`config.mk`:
```
export PLATFORM = sky130hd
export DESIGN_NAME = lidar_column_ground_labeler
export DESIGN_NICKNAME = d
export VERILOG_FILES = /design/src/lcgl_pkg.sv /design/src/lcgl_datapath.sv /design/src/lcgl_ctrl.sv /design/src/lidar_column_ground_labeler.sv
export SDC_FILE = /design/constraint.sdc
export NUM_CORES = 2
export LEC_CHECK = 0
export ABC_AREA = 0
export ABC_CLOCK_PERIOD_IN_PS = 8200
export BUFFER_PORTS_ARGS = -buffer_cell sky130_fd_sc_hd__buf_2
export CAP_MARGIN = 20
export CORE_UTILIZATION = 55
export DETAILED_ROUTE_END_ITERATION = 10
export PLACE_DENSITY = 0.74
export SLEW_MARGIN = 20
export SYNTH_ARGS = -nofsm -noshare
export SYNTH_HDL_FRONTEND = slang
export SYNTH_SLANG_ARGS = --single-unit
```
`constraint.sdc`:
```
create_clock -name clk -period 8.2 [get_ports clk]
set_clock_uncertainty 0.1 [all_clocks]
set_input_delay 1.23 -clock clk [delete_from_list [all_inputs] [get_ports clk]]
set_output_delay 1.23 -clock clk [all_outputs]
set_load 0.005 [all_outputs]
```
`src/lcgl_pkg.sv`:
```
// lcgl_pkg: shared types, label codes and register defaults for the column ground labeler
// no dependencies
package lcgl_pkg;

    localparam int COLUMN_DEPTH_DEF              = 64;
    localparam int TERRAIN_MODE_DEF              = 0;
    localparam int TERRAIN_MAX_STEP_MM_DEF       = 5000;
    localparam int GROUND_UPDATE_MAX_STEP_MM_DEF = 1000;

    typedef logic [3:0] label_t;

    localparam label_t LBL_FLAT         = 4'd0;
    localparam label_t LBL_FLAT_AFTER   = 4'd1;
    localparam label_t LBL_NEAR_GROUND  = 4'd2;
    localparam label_t LBL_OBSTACLE     = 4'd3;
    localparam label_t LBL_RELABELLED   = 4'd4;
    localparam label_t LBL_FIRST_GROUND = 4'd5;
    localparam label_t LBL_FIRST_OBST   = 4'd6;
    localparam label_t LBL_EGO          = 4'd7;
    localparam label_t LBL_SKIPPED      = 4'd8;

    localparam logic [2:0] REG_GROUND_HEIGHT  = 3'd0;
    localparam logic [2:0] REG_SLOPE_LIMIT    = 3'd1;
    localparam logic [2:0] REG_FR_MIN_DZ      = 3'd2;
    localparam logic [2:0] REG_FR_MAX_DZ      = 3'd3;
    localparam logic [2:0] REG_NG_RANGE       = 3'd4;
    localparam logic [2:0] REG_NG_HEIGHT      = 3'd5;
    localparam logic [2:0] REG_SPREAD_RANGE   = 3'd6;
    localparam logic [2:0] REG_UPD_MIN_SLOPE  = 3'd7;

    localparam logic [13:0] GROUND_HEIGHT_RST = 14'h3830;
    localparam logic [15:0] SLOPE_LIMIT_RST   = 16'd64;
    localparam logic [13:0] FR_MIN_DZ_RST     = 14'h3ED4;
    localparam logic [13:0] FR_MAX_DZ_RST     = 14'd300;
    localparam logic [15:0] NG_RANGE_RST      = 16'd500;
    localparam logic [15:0] NG_HEIGHT_RST     = 16'd150;
    localparam logic [15:0] SPREAD_RANGE_RST  = 16'd300;
    localparam logic [15:0] UPD_MIN_SLOPE_RST = 16'hFFC0;

    typedef struct packed {
        logic [13:0] ground_height;
        logic [15:0] slope_limit;
        logic [13:0] fr_min_dz;
        logic [13:0] fr_max_dz;
        logic [15:0] ng_range;
        logic [15:0] ng_height;
        logic [15:0] spread_range;
        logic [15:0] upd_min_slope;
    } cfg_t;

    typedef struct packed {
        logic load;
        logic diff;
        logic mul;
        logic decide;
        logic walk_rd;
        logic relabel;
    } cmd_t;

    typedef struct packed {
        logic walk;
        logic match;
        logic walk_end;
    } status_t;

endpackage

```
`src/lcgl_datapath.sv`:
```
// lcgl_datapath: column state, slope products, label decision and the column store
// depends on lcgl_pkg
module lcgl_datapath #(
    parameter int COLUMN_DEPTH              = lcgl_pkg::COLUMN_DEPTH_DEF,
    parameter int TERRAIN_MODE              = lcgl_pkg::TERRAIN_MODE_DEF,
    parameter int TERRAIN_MAX_STEP_MM       = lcgl_pkg::TERRAIN_MAX_STEP_MM_DEF,
    parameter int GROUND_UPDATE_MAX_STEP_MM = lcgl_pkg::GROUND_UPDATE_MAX_STEP_MM_DEF
) (
    input  logic                  clk,
    input  logic                  rst_n,
    input  lcgl_pkg::cfg_t        cfg,
    input  lcgl_pkg::cmd_t        cmd,
    input  logic [17:0]           in_range,
    input  logic [16:0]           in_height,
    input  logic                  in_invalid,
    input  logic                  in_ego,
    input  logic                  in_column_start,
    output lcgl_pkg::status_t     status,
    output logic [5:0]            out_pos,
    output lcgl_pkg::label_t      out_label,
    output logic                  out_ignored
);

    localparam int AW  = $clog2(COLUMN_DEPTH);
    localparam int CW  = $clog2(COLUMN_DEPTH + 1);

    logic [21:0] store_mem [COLUMN_DEPTH];
    logic [21:0] rdata_reg;

    logic [17:0] r_reg;
    logic [16:0] h_reg;
    logic        inv_reg;
    logic        ego_reg;

    logic [CW-1:0]    rc_reg;
    logic [17:0]      prev_range_reg;
    logic [16:0]      prev_height_reg;
    lcgl_pkg::label_t prev_label_reg;
    logic [17:0]      ground_range_reg;
    logic [16:0]      ground_height_reg;
    logic             found_reg;
    logic             obst_reg;

    logic [AW-1:0] pos_reg;
    logic [AW-1:0] walk_idx_reg;

    logic signed [18:0] dx_reg, gx_reg;
    logic signed [17:0] dz_reg, gz_reg;
    logic signed [35:0] prod_prev_reg, prod_gnd_reg;
    logic signed [34:0] prod_upd_reg;

    logic [5:0]       out_pos_reg;
    lcgl_pkg::label_t out_label_reg;
    logic             out_ignored_reg;

    // decision
    logic [17:0] abs_dz, abs_gz, abs_dx, abs_gx;
    logic        fprev, fgnd, near_gnd, upd_ok, first_in_band;
    logic signed [17:0] hop;
    lcgl_pkg::label_t lbl;
    logic        skip_pt;
    logic [17:0] er, abs_er;
    lcgl_pkg::label_t el;

    always_comb
    begin
        abs_dz = dz_reg[17] ? 18'(-dz_reg) : 18'(dz_reg);
        abs_gz = gz_reg[17] ? 18'(-gz_reg) : 18'(gz_reg);
        abs_dx = dx_reg[18] ? 18'(-dx_reg) : 18'(dx_reg);
        abs_gx = gx_reg[18] ? 18'(-gx_reg) : 18'(gx_reg);
        fprev = (dx_reg > 19'sd0) && ($signed({10'b0, abs_dz, 8'b0}) < prod_prev_reg);
        if (TERRAIN_MODE != 0)
            fprev = fprev && (dx_reg[17:0] < 18'(TERRAIN_MAX_STEP_MM));
        fgnd = (gx_reg > 19'sd0) && ($signed({10'b0, abs_gz, 8'b0}) < prod_gnd_reg);
        near_gnd = (abs_gx < {2'b0, cfg.ng_range}) && (abs_gz < {2'b0, cfg.ng_height});
        upd_ok = ($signed({{9{dz_reg[17]}}, dz_reg, 8'b0}) > prod_upd_reg)
            && (abs_dx < 18'(GROUND_UPDATE_MAX_STEP_MM))
            && (prev_label_reg != lcgl_pkg::LBL_NEAR_GROUND);
        hop = $signed({h_reg[16], h_reg})
            - $signed({{4{cfg.ground_height[13]}}, cfg.ground_height});
        first_in_band = (hop > $signed({{4{cfg.fr_min_dz[13]}}, cfg.fr_min_dz}))
            && (hop < $signed({{4{cfg.fr_max_dz[13]}}, cfg.fr_max_dz}));
        skip_pt = inv_reg || ego_reg;
        if (inv_reg)
            lbl = lcgl_pkg::LBL_SKIPPED;
        else if (ego_reg)
            lbl = lcgl_pkg::LBL_EGO;
        else if (!found_reg)
            lbl = first_in_band ? lcgl_pkg::LBL_FIRST_GROUND : lcgl_pkg::LBL_FIRST_OBST;
        else if (!obst_reg && fprev)
            lbl = lcgl_pkg::LBL_FLAT;
        else if (obst_reg && fprev && fgnd)
            lbl = lcgl_pkg::LBL_FLAT_AFTER;
        else if (near_gnd)
            lbl = lcgl_pkg::LBL_NEAR_GROUND;
        else
            lbl = lcgl_pkg::LBL_OBSTACLE;

        el = rdata_reg[21:18];
        er = rdata_reg[17:0];
        abs_er = (r_reg >= er) ? (r_reg - er) : (er - r_reg);
        status.walk = (lbl == lcgl_pkg::LBL_OBSTACLE) && (pos_reg != '0);
        status.match = (el == lcgl_pkg::LBL_NEAR_GROUND)
            || (((el == lcgl_pkg::LBL_FLAT) || (el == lcgl_pkg::LBL_FLAT_AFTER)
                 || (el == lcgl_pkg::LBL_FIRST_GROUND))
                && (abs_er < {2'b0, cfg.spread_range}));
        status.walk_end = (walk_idx_reg == '0);
    end

    // payload and arithmetic pipeline
    always_ff @(posedge clk)
    begin
        if (cmd.load)
        begin
            r_reg   <= in_range;
            h_reg   <= in_height;
            inv_reg <= in_invalid;
            ego_reg <= in_ego;
        end
        if (cmd.diff)
        begin
            dx_reg <= $signed({1'b0, r_reg}) - $signed({1'b0, prev_range_reg});
            gx_reg <= $signed({1'b0, r_reg}) - $signed({1'b0, ground_range_reg});
            dz_reg <= $signed({h_reg[16], h_reg}) - $signed({prev_height_reg[16], prev_height_reg});
            gz_reg <= $signed({h_reg[16], h_reg})
                - $signed({ground_height_reg[16], ground_height_reg});
        end
        if (cmd.mul)
        begin
            prod_prev_reg <= $signed({1'b0, cfg.slope_limit}) * dx_reg;
            prod_gnd_reg  <= $signed({1'b0, cfg.slope_limit}) * gx_reg;
            prod_upd_reg  <= $signed(cfg.upd_min_slope) * dx_reg;
        end
        if (cmd.decide)
        begin
            store_mem[pos_reg] <= {lbl, r_reg};
            out_pos_reg     <= 6'(pos_reg);
            out_label_reg   <= lbl;
            out_ignored_reg <= !((lbl == lcgl_pkg::LBL_OBSTACLE)
                                 || (lbl == lcgl_pkg::LBL_FIRST_OBST));
            walk_idx_reg    <= pos_reg - AW'(1);
        end
        else if (cmd.relabel)
        begin
            store_mem[walk_idx_reg] <= {lcgl_pkg::LBL_RELABELLED, rdata_reg[17:0]};
            out_pos_reg     <= 6'(walk_idx_reg);
            out_label_reg   <= lcgl_pkg::LBL_RELABELLED;
            out_ignored_reg <= 1'b1;
            walk_idx_reg    <= walk_idx_reg - AW'(1);
        end
        if (cmd.walk_rd)
            rdata_reg <= store_mem[walk_idx_reg];
        if (cmd.diff)
            pos_reg <= (rc_reg < CW'(COLUMN_DEPTH)) ? rc_reg[AW-1:0] : AW'(COLUMN_DEPTH - 1);
    end

    // per-column state
    always_ff @(posedge clk or negedge rst_n)
    begin
        if (!rst_n)
        begin
            rc_reg            <= '0;
            prev_range_reg    <= '0;
            prev_height_reg   <= '0;
            prev_label_reg    <= lcgl_pkg::LBL_FLAT;
            ground_range_reg  <= '0;
            ground_height_reg <= {{3{lcgl_pkg::GROUND_HEIGHT_RST[13]}},
                                  lcgl_pkg::GROUND_HEIGHT_RST};
            found_reg         <= 1'b0;
            obst_reg          <= 1'b0;
        end
        else if (cmd.load && in_column_start)
        begin
            rc_reg            <= '0;
            prev_range_reg    <= '0;
            prev_height_reg   <= '0;
            prev_label_reg    <= lcgl_pkg::LBL_FLAT;
            ground_range_reg  <= '0;
            ground_height_reg <= {{3{cfg.ground_height[13]}}, cfg.ground_height};
            found_reg         <= 1'b0;
            obst_reg          <= 1'b0;
        end
        else if (cmd.diff)
        begin
            if (rc_reg < CW'(COLUMN_DEPTH))
                rc_reg <= rc_reg + CW'(1);
        end
        else if (cmd.decide && !skip_pt)
        begin
            prev_range_reg  <= r_reg;
            prev_height_reg <= h_reg;
            prev_label_reg  <= lbl;
            found_reg       <= 1'b1;
            case (lbl) inside
                lcgl_pkg::LBL_FIRST_GROUND:
                begin
                    ground_range_reg  <= r_reg;
                    ground_height_reg <= h_reg;
                    obst_reg          <= 1'b0;
                end
                lcgl_pkg::LBL_FIRST_OBST, lcgl_pkg::LBL_OBSTACLE:
                    obst_reg <= 1'b1;
                lcgl_pkg::LBL_FLAT, lcgl_pkg::LBL_FLAT_AFTER:
                begin
                    if (upd_ok)
                    begin
                        ground_range_reg  <= r_reg;
                        ground_height_reg <= h_reg;
                    end
                end
                default: ;
            endcase
        end
    end

    assign out_pos     = out_pos_reg;
    assign out_label   = out_label_reg;
    assign out_ignored = out_ignored_reg;

endmodule

```
`src/lcgl_ctrl.sv`:
```
// lcgl_ctrl: sequencer for one point, the walk back down the store and the output handshake
// depends on lcgl_pkg
module lcgl_ctrl (
    input  logic              clk,
    input  logic              rst_n,
    input  logic              s_tvalid,
    output logic              s_tready,
    output logic              m_tvalid,
    input  logic              m_tready,
    output logic              m_tlast,
    input  lcgl_pkg::status_t status,
    output lcgl_pkg::cmd_t    cmd
);

    typedef enum logic [2:0] {
        S_IDLE,
        S_DIFF,
        S_MUL,
        S_DECIDE,
        S_RD,
        S_CHK,
        S_HOLD
    } state_t;

    state_t state_reg;
    logic   out_vld_reg;
    logic   out_last_reg;
    logic   out_set;
    logic   out_set_last;

    always_comb
    begin
        s_tready    = (state_reg == S_IDLE);
        cmd.load    = s_tvalid && (state_reg == S_IDLE);
        cmd.diff    = (state_reg == S_DIFF);
        cmd.mul     = (state_reg == S_MUL);
        cmd.decide  = (state_reg == S_DECIDE) && (!out_vld_reg || m_tready);
        cmd.walk_rd = (state_reg == S_RD);
        cmd.relabel = (state_reg == S_HOLD) && m_tready;
        out_set = ((state_reg == S_DECIDE) && cmd.decide && !status.walk)
            || (state_reg == S_CHK)
            || ((state_reg == S_HOLD) && m_tready && status.walk_end);
        // the pending item goes out once we know whether another follows
        out_set_last = (state_reg == S_CHK) ? !status.match : 1'b1;
    end

    always_ff @(posedge clk or negedge rst_n)
    begin
        if (!rst_n)
        begin
            state_reg    <= S_IDLE;
            out_vld_reg  <= 1'b0;
            out_last_reg <= 1'b0;
        end
        else
        begin
            if (out_set)
            begin
                out_vld_reg  <= 1'b1;
                out_last_reg <= out_set_last;
            end
            else if (out_vld_reg && m_tready)
                out_vld_reg <= 1'b0;
            unique case (state_reg)
                S_IDLE:
                    if (s_tvalid)
                        state_reg <= S_DIFF;
                S_DIFF:
                    state_reg <= S_MUL;
                S_MUL:
                    state_reg <= S_DECIDE;
                S_DECIDE:
                    if (cmd.decide)
                        state_reg <= status.walk ? S_RD : S_IDLE;
                S_RD:
                    state_reg <= S_CHK;
                S_CHK:
                    state_reg <= status.match ? S_HOLD : S_IDLE;
                S_HOLD:
                    if (m_tready)
                        state_reg <= status.walk_end ? S_IDLE : S_RD;
                default:
                    state_reg <= S_IDLE;
            endcase
        end
    end

    assign m_tvalid = out_vld_reg;
    assign m_tlast  = out_last_reg;

endmodule

```
`src/lidar_column_ground_labeler.sv`:
```
// lidar_column_ground_labeler: top level with register file, controller and datapath
// depends on lcgl_pkg, lcgl_ctrl, lcgl_datapath
// sequence: each point runs diff, mul and decide states; an obstacle walk then reads the
// single-port store back down the column, checking and relabelling one earlier point at a time
// new points are taken only in idle, after any walk; output stalls hold decide and walk
// reset: async active low, registers to defaults, column state cleared, store left as is
module lidar_column_ground_labeler #(
    parameter int COLUMN_DEPTH              = lcgl_pkg::COLUMN_DEPTH_DEF,
    parameter int TERRAIN_MODE              = lcgl_pkg::TERRAIN_MODE_DEF,
    parameter int TERRAIN_MAX_STEP_MM       = lcgl_pkg::TERRAIN_MAX_STEP_MM_DEF,
    parameter int GROUND_UPDATE_MAX_STEP_MM = lcgl_pkg::GROUND_UPDATE_MAX_STEP_MM_DEF
) (
    input  logic        clk,
    input  logic        rst_n,
    input  logic        s_tvalid,
    output logic        s_tready,
    input  logic [39:0] s_tdata,   // horizontal_range[17:0], height[34:18], zero pad
    input  logic [2:0]  s_tuser,   // is_invalid[0], in_ego_box[1], column_start[2]
    output logic        m_tvalid,
    input  logic        m_tready,
    output logic [15:0] m_tdata,   // row_position[5:0], label[9:6], ignored[10], zero pad
    output logic        m_tlast,
    input  logic        psel,
    input  logic        penable,
    input  logic        pwrite,
    input  logic [4:0]  paddr,
    input  logic [31:0] pwdata,
    output logic [31:0] prdata,
    output logic        pready
);

    lcgl_pkg::cfg_t    cfg_reg;
    lcgl_pkg::cmd_t    cmd;
    lcgl_pkg::status_t status;
    logic [5:0]        out_pos;
    lcgl_pkg::label_t  out_label;
    logic              out_ignored;
    logic [2:0]        reg_idx;

    assign pready  = 1'b1;
    assign reg_idx = paddr[4:2];

    always_ff @(posedge clk or negedge rst_n)
    begin
        if (!rst_n)
        begin
            cfg_reg.ground_height <= lcgl_pkg::GROUND_HEIGHT_RST;
            cfg_reg.slope_limit   <= lcgl_pkg::SLOPE_LIMIT_RST;
            cfg_reg.fr_min_dz     <= lcgl_pkg::FR_MIN_DZ_RST;
            cfg_reg.fr_max_dz     <= lcgl_pkg::FR_MAX_DZ_RST;
            cfg_reg.ng_range      <= lcgl_pkg::NG_RANGE_RST;
            cfg_reg.ng_height     <= lcgl_pkg::NG_HEIGHT_RST;
            cfg_reg.spread_range  <= lcgl_pkg::SPREAD_RANGE_RST;
            cfg_reg.upd_min_slope <= lcgl_pkg::UPD_MIN_SLOPE_RST;
        end
        else if (psel && penable && pwrite)
        begin
            unique case (reg_idx)
                lcgl_pkg::REG_GROUND_HEIGHT: cfg_reg.ground_height <= pwdata[13:0];
                lcgl_pkg::REG_SLOPE_LIMIT:   cfg_reg.slope_limit   <= pwdata[15:0];
                lcgl_pkg::REG_FR_MIN_DZ:     cfg_reg.fr_min_dz     <= pwdata[13:0];
                lcgl_pkg::REG_FR_MAX_DZ:     cfg_reg.fr_max_dz     <= pwdata[13:0];
                lcgl_pkg::REG_NG_RANGE:      cfg_reg.ng_range      <= pwdata[15:0];
                lcgl_pkg::REG_NG_HEIGHT:     cfg_reg.ng_height     <= pwdata[15:0];
                lcgl_pkg::REG_SPREAD_RANGE:  cfg_reg.spread_range  <= pwdata[15:0];
                lcgl_pkg::REG_UPD_MIN_SLOPE: cfg_reg.upd_min_slope <= pwdata[15:0];
                default: ;
            endcase
        end
    end

    always_comb
    begin
        unique case (reg_idx)
            lcgl_pkg::REG_GROUND_HEIGHT: prdata = {18'b0, cfg_reg.ground_height};
            lcgl_pkg::REG_SLOPE_LIMIT:   prdata = {16'b0, cfg_reg.slope_limit};
            lcgl_pkg::REG_FR_MIN_DZ:     prdata = {18'b0, cfg_reg.fr_min_dz};
            lcgl_pkg::REG_FR_MAX_DZ:     prdata = {18'b0, cfg_reg.fr_max_dz};
            lcgl_pkg::REG_NG_RANGE:      prdata = {16'b0, cfg_reg.ng_range};
            lcgl_pkg::REG_NG_HEIGHT:     prdata = {16'b0, cfg_reg.ng_height};
            lcgl_pkg::REG_SPREAD_RANGE:  prdata = {16'b0, cfg_reg.spread_range};
            lcgl_pkg::REG_UPD_MIN_SLOPE: prdata = {16'b0, cfg_reg.upd_min_slope};
            default:                     prdata = 32'b0;
        endcase
    end

    lcgl_ctrl u_ctrl (
        .clk      (clk),
        .rst_n    (rst_n),
        .s_tvalid (s_tvalid),
        .s_tready (s_tready),
        .m_tvalid (m_tvalid),
        .m_tready (m_tready),
        .m_tlast  (m_tlast),
        .status   (status),
        .cmd      (cmd)
    );

    lcgl_datapath #(
        .COLUMN_DEPTH              (COLUMN_DEPTH),
        .TERRAIN_MODE              (TERRAIN_MODE),
        .TERRAIN_MAX_STEP_MM       (TERRAIN_MAX_STEP_MM),
        .GROUND_UPDATE_MAX_STEP_MM (GROUND_UPDATE_MAX_STEP_MM)
    ) u_datapath (
        .clk             (clk),
        .rst_n           (rst_n),
        .cfg             (cfg_reg),
        .cmd             (cmd),
        .in_range        (s_tdata[17:0]),
        .in_height       (s_tdata[34:18]),
        .in_invalid      (s_tuser[0]),
        .in_ego          (s_tuser[1]),
        .in_column_start (s_tuser[2]),
        .status          (status),
        .out_pos         (out_pos),
        .out_label       (out_label),
        .out_ignored     (out_ignored)
    );

    assign m_tdata = {5'b0, out_ignored, out_label, out_pos};

endmodule
```
# == Word level (Yosys, flattened, before mapping) ==
# Memories as Yosys holds them, arrays and structs flattened. A register that Yosys moved wholly into a read port is not among the register bits.
# Index checks and enable logic that the tools add are counted.
# word_totals
reg_bits,451
ram_bits,1408
input_bits,87
out_inout_bits,52
wordCells,231
mem_count,1
# mem_list
memory,words,width,rd,rd_clocked_by_memory_dff,wr,line,rtl
u_datapath.store_mem,64,22,1,1,1,lcgl_datapath.sv:27,logic [21:0] store_mem [COLUMN_DEPTH];
# classes
n_addsub,14
multipliers,3
magnitude_cmp,13
eq_ne,26
muxes,73
reduce_logical,66
# ops
cell,n
18-bit 2-to-1 mux,15
32-bit one-hot mux with 8 select lines,1
17-bit 2-to-1 mux,10
27-bit by 36-bit less-than comparator with 1-bit output,2
17-bit by 19-bit multiplier with 36-bit output,2
18-bit negator,4
18-bit by 16-bit less-than comparator with 1-bit output,3
"19-bit by 1-bit greater-than comparator with 1-bit output, second input constant",2
18-bit by 18-bit subtractor with 19-bit output,2
17-bit by 17-bit subtractor with 18-bit output,2
18-bit subtractor,2
26-bit by 35-bit greater-than comparator with 1-bit output,1
16-bit by 19-bit multiplier with 35-bit output,1
4-bit 2-to-1 mux,8
6-bit 2-to-1 mux,5
1-bit logical AND,22
22-bit 2-to-1 mux,1
22-bit OR reduction,1
"3-bit equality test, second input constant",7
7-bit 2-to-1 mux,3
3-bit one-hot mux with 7 select lines,1
1-bit 2-to-1 mux,20
2-bit AND reduction,10
18-bit greater-or-equal comparator,1
29 further kinds,69

# == Depth between registers and ports, before layout ==
# logic_depth
depth_word,19
mapped_depth,26
depth_no_buf,24

# == Hierarchy ==
# A second synthesis with hierarchy kept.
# unflattened
cells_unflattened,8912
area_unflattened_um2,117076.0
# by_module_without_submodules
mod,n_inst,cells_per_inst,area_per_inst_um2,seq_area_each_um2
lcgl_datapath,1,8455,110880.1,52265.1
lidar_column_ground_labeler,1,419,5845.6,3106.7
lcgl_ctrl,1,38,350.3,125.1

# == Worst setup path before layout ==
# No wires, ideal clock.
# synth_path
kind,register to register
startpoint,register u_ctrl.state_reg[0]
endpoint,register u_datapath.ground_height_reg[10]
setup_time_ns,0.133
arrival_time_ns,8.273
t_required_ns,7.967
slack_ns,-0.306
path_stages_with_launch,14
path_buffers,3
period_less_slack_ns,8.506
cell_sequence,dfrtp_1 > clkbuf_1 > nor3b_1 > nor3_1 > a21oi_1 > nor4_1 > o221ai_1 > nor4_1 > nand4_1 > a21boi_1 > buf_2 > buf_2 > mux2i_1 > o21ai_0
# synth_via
elab_chain_len,5
elab_cells_between_ends,14
classes_between,eq/ne: 4; mux: 1; reduce/logical: 9
# synth_rtl
item,line,rtl
start: declaration,lcgl_ctrl.sv:25,state_t state_reg;
start signal: assignment,lcgl_ctrl.sv:74,state_reg <= status.walk ? S_RD : S_IDLE;
start signal: assignment,lcgl_ctrl.sv:78,state_reg <= status.match ? S_HOLD : S_IDLE;
start signal: assignment,lcgl_ctrl.sv:81,state_reg <= status.walk_end ? S_IDLE : S_RD;
3-bit logical NOT / 3-bit by 2-bit equality test with 1-bit output (equally long branches),"lcgl_ctrl.sv:34, lcgl_ctrl.sv:37",
"1-bit logical AND, on equally long branches","lcgl_ctrl.sv:34, lcgl_ctrl.sv:37",
"1-bit logical AND, on equally long branches","lcgl_datapath.sv:172, lcgl_datapath.sv:188",
3-bit by 1-bit != test with 1-bit output (no source line) (tied with other cells),--,
5-bit AND reduction (no source line),--,
end signal: assignment,lcgl_datapath.sv:167,"ground_height_reg <= {{3{lcgl_pkg::GROUND_HEIGHT_RST[13]}},"
end signal: assignment,lcgl_datapath.sv:179,"ground_height_reg <= {{3{cfg.ground_height[13]}}, cfg.ground_height};"
end signal: assignment,lcgl_datapath.sv:198,ground_height_reg <= h_reg;
end: declaration,lcgl_datapath.sv:40,logic [16:0] ground_height_reg;
# Several ways; a longest one is shown, not always the timed one.
# A chain may end at the register's enable or synchronous reset.

# == Worst setup path in the final report ==
# layout_path
startpoint,register u_datapath.dx_reg[11]
endpoint,register u_datapath.prod_upd_reg[31] (data pin)
# layout_via
elab_chain_len,1
# layout_rtl
item,line,rtl
start: declaration,lcgl_datapath.sv:47,"logic signed [18:0] dx_reg, gx_reg;"
start signal: assignment,lcgl_datapath.sv:122,"dx_reg <= $signed({1'b0, r_reg}) - $signed({1'b0, prev_range_reg});"
16-bit by 19-bit multiplier with 35-bit output,lcgl_datapath.sv:132,prod_upd_reg <= $signed(cfg.upd_min_slope) * dx_reg;
end signal: assignment,lcgl_datapath.sv:132,
end: declaration,lcgl_datapath.sv:50,logic signed [34:0] prod_upd_reg;
# Every way passes these cells.

==> out/qor.yml <==
clk_path_buf_depth: 3
cts_setup_buffers: 0
setup_viol: 0
vias_per_cell: 6.03
path_cells: "buf_4 -> nand2_1 -> fa_1 -> inv_1 -> fa_1 -> inv_1 -> fa_1 -> inv_1 -> fa_1 -> inv_1 -> fa_1 -> inv_1 -> fa_1 -> ha_1 -> nand2_1 -> nor2_1 -> a221oi_1 -> a21oi_1 -> a41oi_1 -> a311oi_1 -> a21oi_1 -> o21ai_0 -> xor2_1"
hpwlAfterDp_um: 212000
end_kind: "flop"
num_rows: 168
synth-xor-area-share_pct: 1.82
area_growth_pct: 9.16
worstSetupPathType: "reg -> reg"
fmax_mhz: 133
rsz0062_at_grt: "no"
synth_cell_types: 81
hold_path.class: "in -> async"
synth-compound-area-share_pct: 5.39
clk_latency_ns: 0.86
syn_area_sq_um: 116000
die_width_um: 461
cts.sinks: 1881
cts-buffers-inserted: 183
gp_congestion: 0.985
grt-ovfl-total: 0
worst_pin_slew_ns: 1.12
slew_viol_final: 0
fill_cells: 15698
regArea_sq_um: 55500
synth_simple_gate_area_share_pct: 7.79
cp_max_fo: 19
synth_area_leaders: "edfxtp_1, fa_1, mux4_2"
clk_pin_slew_ns: 0.06
wirelength_um: 310000
fin_tns_setup_ns: 0
synthCells: 8842
required_ns: 8.66
cts_hold_buf: 0
synthMuxAreaShare_pct: 9.46
start_util_pct: 55.3
wire_per_inst_um: 26.1
timing.slew.headroom_pct: 25.1
finalHoldViolCount: 0
yosysSeqAreaShare_pct: 47.9
cts-htree-levels: 4
postRouteAntennaNets: 0
synth_fa_ha_area_share_pct: 21.8
antenna_found_initial: 17
grt_pass1_vias: 74179
cpMaxStageDelayCell: "edfxtp_1"
io-pin-count: 139
multiInputGateArea_sq_um: 54200
coreArea_sq_um: 210000
largest_reg_flops: 1408
path_common_cell: "fa_1"
netlist.area_leader.share_pct: 43.3
drtPass1Iterations: 5
synth_warnings: 0
synth_area_leader_cell: "edfxtp_1"
cts_root_buf: "clkbuf_16"
ys.flop_type: "edfxtp_1"
cp-start-kind: "flop"
grt_pass1_wl_um: 464000
final.min_clock_period_ns: 7.52
status: "finished clean"
die_h_um: 461
vias: 71484
groute.usage.overall_pct: 29.7
cap_violations: 0
period_share_pct: 91.7
cts_tree: "built"
port_buffers: 93
drcViolationCount: 0
arrival_ns: 7.98
die-area_sq_um: 213000
synthArstFlopShare_pct: 11.2
drt_iter0_markers: 6870
grt_max_degree: 139
drive_gt1_share_pct: 13.3
synth_edf_count: 1671
ctsResizeCount: 0
synth_top_family_by_area: "adder cells"
postSynthAreaPerCell_sq_um: 13.1
ys_ff_latch: 1881
final_nets: 10451
max_stage_delay_ns: 1.09
layout by cell type, fill, tap and decap left out, types with 92 or more instances in the layout:
master	count
mux4_2	379
buf_2	92
fa_1	925
dfrtp_1	159
mux2i_1	156
clkbuf_16	185
inv_1	1332
and2_1	399
buf_4	186
a21oi_1	227
xnor2_1	193
ha_1	540
nand2_1	824
nor2_1	212
edfxtp_1	1671
o21ai_0	264
logic make-up after synthesis:
kind of cell / count (synthesis)
adders and majority gates: 1465
other: 2
DFF: 1881
muxes: 612
AOI/OAI and AO/OA: 975
xor gates and xnor gates: 241
buffers and inverters: 1771
and+or+nand+nor: 1895
cell usage after synthesis (all sizes together) (27+ instances only):
master and count:
edfxtp 1671, inv 1332, fa 925, nand2 825
ha 540, and2 402, mux4 379, clkbuf 343
o21ai 283, nor2 280, a21oi 228, xnor2 193
dfrtp 159, mux2i 156, buf 95, a21o 83
mux2 77, nand3 68, nor3 61, nand2b 56
dfstp 51, o22ai 48, xor2 48, o21a 37
or3 37, nand4 34, nor2b 33, a211oi 30
o31ai 28, a221o 27
final timing paths:
check / start / endpoint / slack [ns] / depth (start not counted)
min: rst_n / u_datapath.found_reg / 0.34 / 1
max reg2reg: u_datapath.dx_reg[11] / u_datapath.prod_upd_reg[31] / 0.68 / 23
min reg2reg: u_datapath.prev_range_reg[16] / u_datapath.prev_range_reg[16] / 0.38 / 2
min in group clk: u_datapath.prev_range_reg[16] / u_datapath.prev_range_reg[16] / 0.38 / 2
max in group asynchronous: rst_n / cfg_reg[48] / 6.23 / 2
max: u_datapath.dx_reg[11] / u_datapath.prod_upd_reg[31] / 0.68 / 23
per-layer routing:
metal  global-route usage [%]  vias to the layer above  routed length [um]
li1                         -                    30516                   -
met1                     38.1                    36739              115000
met2                     48.6                     3506              150000
met3                     5.22                      717               26300
met4                     15.0                        6               17900
met5                        0                        -                  40
area by class of cell:
type / count / share of cell area (%)
diodes: 4 / 0.00791
inverters: 1333 / 3.96
repair buffers: 290 / 1.66
well taps: 2805 / 2.77
flip-flops and latches: 1881 / 43.9
clock inverters: 118 / 1.06
clock buffers: 223 / 3.80
multi-input cells: 5210 / 42.9
worst max-delay path, delay by kind of cell, from the launching register on:
| family | cells | cell delay (ns) |
|---|---|---|
| adder cells (fa/ha/maj) | 7 | 3.34 |
| AO/OA/AOI/OAI | 6 | 1.66 |
| flip-flops | 1 | 1.09 |
| buffers and inverters | 6 | 0.68 |
| AND/OR/NAND/NOR | 3 | 0.28 |
| XOR/XNOR | 1 | 0.10 |
stage by stage:
stage          utilization (%)  setup slack (ns)  hold slack (ns)  area [sq um]  std cells
6_report                  60.4             0.677            0.340        126000      11864
3_3_place_gp              57.4             0.780            0.355        120000      11518
4_1_cts                   60.4             0.766            0.321        126000      11860
5_1_grt                   60.4             0.300            0.378        126000      11862
3_5_place_dp              57.4             0.730            0.371        120000      11519
2_1_floorplan                -              1.36            0.342        116000       8862
Power is left out: the tool's default activity adds up to more than one toggle a clock period on the data nets, which glitch-free logic cannot reach.
